`config.mk`:
```
export PLATFORM = sky130hd
export DESIGN_NAME = cpsm_pair
export DESIGN_NICKNAME = d
export VERILOG_FILES = /design/src/rtl/core/cpsm_pkg.sv /design/src/rtl/core/cpsm_pair.sv
export SDC_FILE = /design/constraint.sdc
export NUM_CORES = 1
export LEC_CHECK = 0
export BUFFER_PORTS_ARGS = -buffer_cell sky130_fd_sc_hd__buf_2
export CAP_MARGIN = 5
export CORE_AREA = 2 2 164 166
export DETAILED_ROUTE_END_ITERATION = 10
export DIE_AREA = 0 0 166 168
export PLACE_DENSITY = 0.62
export REMOVE_ABC_BUFFERS = 1
export SLEW_MARGIN = 25
export SYNTH_ARGS = -nofsm -noshare
export SYNTH_HDL_FRONTEND = slang
export SYNTH_SLANG_ARGS = --single-unit
```
`constraint.sdc`:
```
create_clock -name clk_i -period 0.8 [get_ports clk_i]
set_input_delay 0.16 -clock clk_i [delete_from_list [all_inputs] [get_ports clk_i]]
set_output_delay 0.16 -clock clk_i [all_outputs]
set_load 0.1 [all_outputs]
```
`src/rtl/core/cpsm_pkg.sv`:
```
// Package for the cluster point symmetry match core: item and stage types,
// widths, rotation table and configuration register indexes. No dependencies.
`timescale 1ns / 1ps

package cpsm_pkg;

  localparam int MAX_OPS    = 24;
  localparam int MAX_PTS    = 4;
  localparam int PROPER_OPS = 12;

  localparam int CW  = 18;  // Q7.10 coordinate
  localparam int CIW = 19;  // centred coordinate
  localparam int PW  = 34;  // centred value times a Q1.14 coefficient
  localparam int AW  = 36;  // rotation row accumulator
  localparam int TW  = 22;  // rotated, rounded coordinate
  localparam int EW  = 24;  // pair difference
  localparam int DW  = 48;  // squared distance
  localparam int TOLW = 24;

  localparam int Q1 = 16384;
  localparam int QH = 8192;
  localparam int QR = 14189;
  localparam int ROUND_SHIFT = 14;

  localparam logic [TOLW-1:0] TOL_RESET = 24'd94372;

  typedef enum logic [2:0] {
    CFG_REF_POINT_0 = 3'd0,
    CFG_REF_POINT_1 = 3'd1,
    CFG_REF_POINT_2 = 3'd2,
    CFG_REF_POINT_3 = 3'd3,
    CFG_MATCH_TOL   = 3'd4
  } cfg_idx_e;

  // proper rotations, row-major; operations 12..23 are these with inversion
  localparam int ROT_ROM [PROPER_OPS][9] = '{
    '{ Q1,   0, 0,    0,  Q1, 0,   0, 0,  Q1},
    '{-QH, -QR, 0,   QR, -QH, 0,   0, 0,  Q1},
    '{-QH,  QR, 0,  -QR, -QH, 0,   0, 0,  Q1},
    '{-Q1,   0, 0,    0, -Q1, 0,   0, 0,  Q1},
    '{ QH,  QR, 0,  -QR,  QH, 0,   0, 0,  Q1},
    '{ QH, -QR, 0,   QR,  QH, 0,   0, 0,  Q1},
    '{-QH,  QR, 0,   QR,  QH, 0,   0, 0, -Q1},
    '{ Q1,   0, 0,    0, -Q1, 0,   0, 0, -Q1},
    '{-QH, -QR, 0,  -QR,  QH, 0,   0, 0, -Q1},
    '{ QH, -QR, 0,  -QR, -QH, 0,   0, 0, -Q1},
    '{-Q1,   0, 0,    0,  Q1, 0,   0, 0, -Q1},
    '{ QH,  QR, 0,   QR, -QH, 0,   0, 0, -Q1}
  };

  typedef struct packed {
    logic [57:0] atom_0;
    logic [57:0] atom_1;
    logic [57:0] atom_2;
    logic [57:0] atom_3;
  } in_item_t;

  typedef struct packed {
    logic [23:0] valid_mask;
    logic [4:0]  match_cnt;
  } out_item_t;

  // c[0] = x, c[1] = y, c[2] = z
  typedef struct packed {
    logic [2:0][CW-1:0] c;
    logic [3:0]         sp;
  } atom_t;

  typedef struct packed {
    logic [MAX_PTS-1:0][2:0][CIW-1:0] ci;  // input atoms minus input mean
    logic [MAX_PTS-1:0][2:0][CIW-1:0] d;   // reference atoms minus reference mean
    logic [MAX_PTS-1:0][2:0][PW-1:0]  pr;  // d times QR
    logic [MAX_PTS-1:0][3:0]          csp;
    logic [MAX_PTS-1:0][3:0]          rsp;
  } prep_t;

  typedef struct packed {
    logic [MAX_PTS-1:0][2:0][CIW-1:0]             ci;
    logic [PROPER_OPS-1:0][MAX_PTS-1:0][2:0][TW-1:0] tr;
    logic [MAX_PTS-1:0][3:0]                      csp;
    logic [MAX_PTS-1:0][3:0]                      rsp;
  } rot_t;

  // hit[k][i][j]: input atom i lies near transformed reference atom j under op k
  typedef logic [MAX_OPS-1:0][MAX_PTS-1:0][MAX_PTS-1:0] hit_t;

  function automatic atom_t unpack_atom(input logic [57:0] w);
    atom_t a;
    a.c[0] = w[57:40];
    a.c[1] = w[39:22];
    a.c[2] = w[21:4];
    a.sp   = w[3:0];
    return a;
  endfunction

endpackage

```
`src/rtl/core/cpsm_pair.sv`:
```
// Pairing stage: greedy first-free pairing per operation, then the match mask
// and its population count into the result register. Uses cpsm_pkg.
`timescale 1ns / 1ps

module cpsm_pair #(
  parameter int NOPS = cpsm_pkg::MAX_OPS,
  parameter int NPTS = cpsm_pkg::MAX_PTS
) (
  input  logic                clk_i,
  input  logic                rst_ni,
  input  logic                vld_i,
  input  cpsm_pkg::hit_t      hit_i,
  output logic                vld_o,
  output cpsm_pkg::out_item_t res_o
);

  logic                v_q;
  cpsm_pkg::out_item_t res_d, res_q;

  always_comb begin
    logic [cpsm_pkg::MAX_PTS-1:0] used;
    logic                         found;
    logic                         ok;
    res_d = '0;
    for (int k = 0; k < NOPS; k++) begin
      used = '0;
      ok   = 1'b1;
      for (int i = 0; i < NPTS; i++) begin
        found = 1'b0;
        for (int j = 0; j < NPTS; j++) begin
          if (!found && !used[j] && hit_i[k][i][j]) begin
            used[j] = 1'b1;
            found   = 1'b1;
          end
        end
        ok = ok & found;
      end
      res_d.valid_mask[k] = ok;
      res_d.match_cnt     = res_d.match_cnt + 5'(ok);
    end
  end

  always_ff @(posedge clk_i or negedge rst_ni) begin
    if (!rst_ni) begin
      v_q <= 1'b0;
    end else begin
      v_q <= vld_i;
    end
  end

  always_ff @(posedge clk_i) begin
    res_q <= res_d;
  end

  assign vld_o = v_q;
  assign res_o = res_q;

endmodule

```
# Word-level counts from Yosys, hierarchy flattened
# Cells that the tools add are included.
# totals
input_bits,387
word_cells,1874
output_inout_bits,30
register_bits,30
# op_classes
n_mux,648
add_sub_neg,23
n_reduce_logical,1128
bitwise_logic,72
# ops
op,count
two-way mux 1 bit,648
logical AND 1 bit,576
zero test 1 bit,552
adder 5 x 1 -> 5 bit,19
AND 1 bit,72
adder 4 x 1 -> 5 bit,1
adder 3 x 1 -> 4 bit,1
adder 2 x 1 -> 3 bit,1
adder 1 x 1 -> 2 bit,1

# Longest topological paths before layout
# depth
word_depth,48
ltp_mapped,19
mapped_depth_nobuf,19

# Least setup slack after synthesis
# Ideal clock, no wire load.
# synth_path
kind,input to register
start,in hit_i[49] (netlist bit)
end,"reg res_q, in the netlist res_o[4]"
cell_stages,17
setup_slack_ps,-3935
t_arrival_ps,4621
path_buffers,0
setup_time_ps,114
required_time_ps,686
cell_sequence,nand2b_1 -> a21oi_1 -> o311ai_1 -> a21oi_1 -> a21o_1 -> a221oi_1 -> fa_1 -> inv_1 -> fa_1 -> fa_1 -> fa_1 -> inv_1 -> fa_1 -> ha_1 -> fa_1 -> a21o_1 -> a21o_1
# synth_lines
element,line,text
"start, declared",cpsm_pair.sv:12,"input cpsm_pkg::hit_t hit_i,"
"end signal, assigned",cpsm_pair.sv:52,res_q <= res_d;
"end, declared",cpsm_pair.sv:18,"cpsm_pkg::out_item_t res_d, res_q;"

==> results.txt <==
outcome: finished, violations left
failing checks: negative setup slack
power per cell area: 1570 nW/µm²
largest net degree at the start of global routing: 10
clock share of power: 0.097
initial antenna violation count: 3
Final period util: 5.890
Post-Place Setup Slack: -4.451 ns
I/O pin cnt: 417
number of nets still failing antenna checks after routing: 0
cell area after placement: 11430 µm²
Reg power frac: 0.109
WL per Instance: 16.01 µm
Total GRT Usage: 0.2069
Worst EP arrival: 4.90 ns
cts bufs inserted: 5
DRT Pass-1 Iters: 5
routed via count: 10531
CP startpoint kind: input pin
drt initial violations: 448
Max Transition Viols Final: 0
CTS tree: done
CP max FO: 5
root buf cell: clkbuf_16
die area: 27890 µm²
fillers: 2482
Worst Max-Slew Pin Slew: 0.4233 ns
WL final: 32450 µm
Comb power frac: 0.794
FMAX: 212.2 MHz
crit path kind: in2reg
post-route setup slack: -3.912 ns
vias in the first global route: 10458
worst hold path class: in2reg
Layout Area Growth over Synthesis: 110.2%
Final Non-Filler Cells: 2027
DRC violations left: 0
Synth warnings: 0
Die Ht: 168 µm
Sw Share: 0.4650
Final Power: 21.26 mW
final instance area: 13540 µm²
CTS Buffer Depth: 2
Pint: 11.37 mW
cells after synthesis: 976
Post-DP HPWL: 25520 µm
Port Buffers: 416
register area share after synthesis: 0.09398
clk sinks: 30
htree depth: 2
Cells after DPL: 2003
Fin. Hold Viols: 0
worst hold margin: 0.1740 ns
Worst setup EP type: flip-flop
CTS clk-pin slew, worst paths: 0.06 ns
min cycle time layout: 4.712 ns
die width: 166 µm
Nets: 2093
Sw Pwr: 9.884 mW
RSZ-0062 raised after global routing: yes
Routability Congestion: 0.9458
Core Region: 26350 µm²
Max VDD drop: 0.001757 V
Leak: 6.653 nW
Via density: 5.195
initial core utilization: 0.2445
Overflow after GRT: 0
first-pass GRT wire length: 48440 µm
#FFs+latches synth: 30
Netlist cell types: 43
MaxCap Viol Count: 0
synthesized area per cell: 6.602 µm²
share of layout cells above drive strength 1: 0.5647
Row Count: 60
Final setup viols: 59
CP Data Required Time: 0.98 ns
Post-Syn Area: 6444 µm²
Max-slew headroom: 0.7178
[worst max-delay path, cell delays in order]
cell and delay (ns):
buf_8 0.10, nand3b_1 0.14, a21o_1 0.23, a2111oi_4 0.35, a311oi_2 0.06, o21a_1 0.20, a211o_1 0.25, fa_1 0.49
fa_1 0.55, fa_1 0.45, fa_1 0.53, inv_2 0.04, fa_1 0.45, ha_2 0.20, fa_2 0.35, a21o_1 0.18
a21o_1 0.16
[cells in the final DEF, fill, tap and decap left out, drive strengths merged, types with 19 or more instances in the layout]
master | synthesis | routed
a21o | 49 | 49
o211ai | 26 | 26
nand3b | 42 | 42
o311ai | 19 | 19
inv | 141 | 141
nand2b | 62 | 62
o21ai | 25 | 25
nor3 | 25 | 25
o22ai | 22 | 22
buf | 0 | 694
nand3 | 60 | 60
a22oi | 25 | 25
dfxtp | 29 | 29
nand2 | 56 | 56
a221oi | 34 | 34
a21oi | 75 | 75
nor2 | 89 | 89
nor3b | 22 | 22
a31oi | 22 | 22
[power groups by stage]
stage                     registers, mW  logic [mW]  clock network [mW]
after floorplan                    4.48        6.63                   0
after global placement             2.28        14.8                   0
after detailed placement           2.28        15.2                   0
after CTS                          2.32        16.3                2.21
after global routing               2.33        18.2                2.24
final                              2.31        16.9                2.07
[cell type report]
class	instances	area, µm²	area share
Antenna cell	2	5.005	0.0003696
Clock buffer	7	142.6	0.01053
Clock inverter	1	5.005	0.0003696
Inverter	141	529.3	0.03908
Multi-Input combinational cell	805	6690	0.4940
Sequential cell	30	640.6	0.04731
Tap cell	341	426.7	0.03151
Timing Repair Buffer	700	5102	0.3768
[kinds of logic after synthesis]
logic type | share of synthesized area
compound gates | 0.4239
xor+xnor | 0.002719
fa+ha+maj | 0.06447
buf+inv | 0.08214
flops | 0.09398
simple gates | 0.3328
[synthesized netlist by cell type]
cell,number,area [µm²]
inv_1,141,529.3
nor2_1,89,334.1
a21oi_1,75,375.4
nand2b_1,62,387.9
nand3_1,60,300.3
nand2_1,56,210.2
a21o_1,49,367.9
nand3b_1,42,315.3
a221oi_1,34,297.8
dfxtp_1,29,580.6
o211ai_1,26,195.2
a22oi_1,25,187.7
nor3_1,25,125.1
o21ai_0,25,125.1
a31oi_1,22,137.6
nor3b_1,22,165.2
o22ai_1,22,137.6
fa_1,17,340.3
o21a_1,17,127.6
a211oi_1,14,105.1
a311oi_1,14,122.6
a211o_1,12,105.1
nor2b_1,12,75.07
a2111oi_1,11,110.1
and2b_1,11,82.58
o311ai_0,11,96.34
or2b_2,11,96.34
o311ai_1,8,70.07
ha_1,6,75.07
a32oi_1,5,43.79
o2111ai_1,5,43.79
a21boi_0,4,30.03
and2_1,3,18.77
and3_1,2,12.51
a221o_1,1,10.01
a311oi_2,1,15.01
and4bb_1,1,12.51
dfrtp_1,1,25.02
nor4b_1,1,8.760
o2111a_1,1,11.26
o41ai_2,1,16.27
xnor2_1,1,8.760
xor2_1,1,8.760
[registers in the layout, summed over array words and instances, names as in the netlist]
register,cells
res_o,29
vld_o,1
[what timing repair did]
action	in CTS	in global routing
setup buffers	8	5
hold buffers	2	0
resized for setup	268	154
endpoints found under the setup margin	59	59
hold endpoints to repair	2	0
pin swaps	78	83
[per-stage QoR]
stage               utilization  setup TNS [ns]
floorplan                     -          -38.40
CTS                      0.4834          -32.96
finish                   0.5139          -33.09
global placement         0.4338          -38.75
detailed placement       0.4338          -40.31
global route             0.5138          -36.16
[per-layer routing]
metal / part of all wire / vias to the layer above / wire, µm / track usage
met3: 0.067 / 112 / 2173 / 0.04396
li1: - / 5090 / - / -
met5: 0 / - / 0 / 0
met2: 0.51 / 449 / 16470 / 0.3817
met1: 0.38 / 4880 / 12230 / 0.2227
met4: 0.049 / 0 / 1576 / 0.1055
[final timing paths]
path,cells after the start,end,slack [ns],from
hold / removal,3,res_o[27],0.17,hit_i[355]
setup / recovery,17,res_o[4],-3.91,hit_i[241]
min in group asynchronous,2,vld_o,0.26,rst_ni
max in group asynchronous,2,vld_o,0.44,rst_ni
No activity file was read; power rests on OpenSTA's default activity.
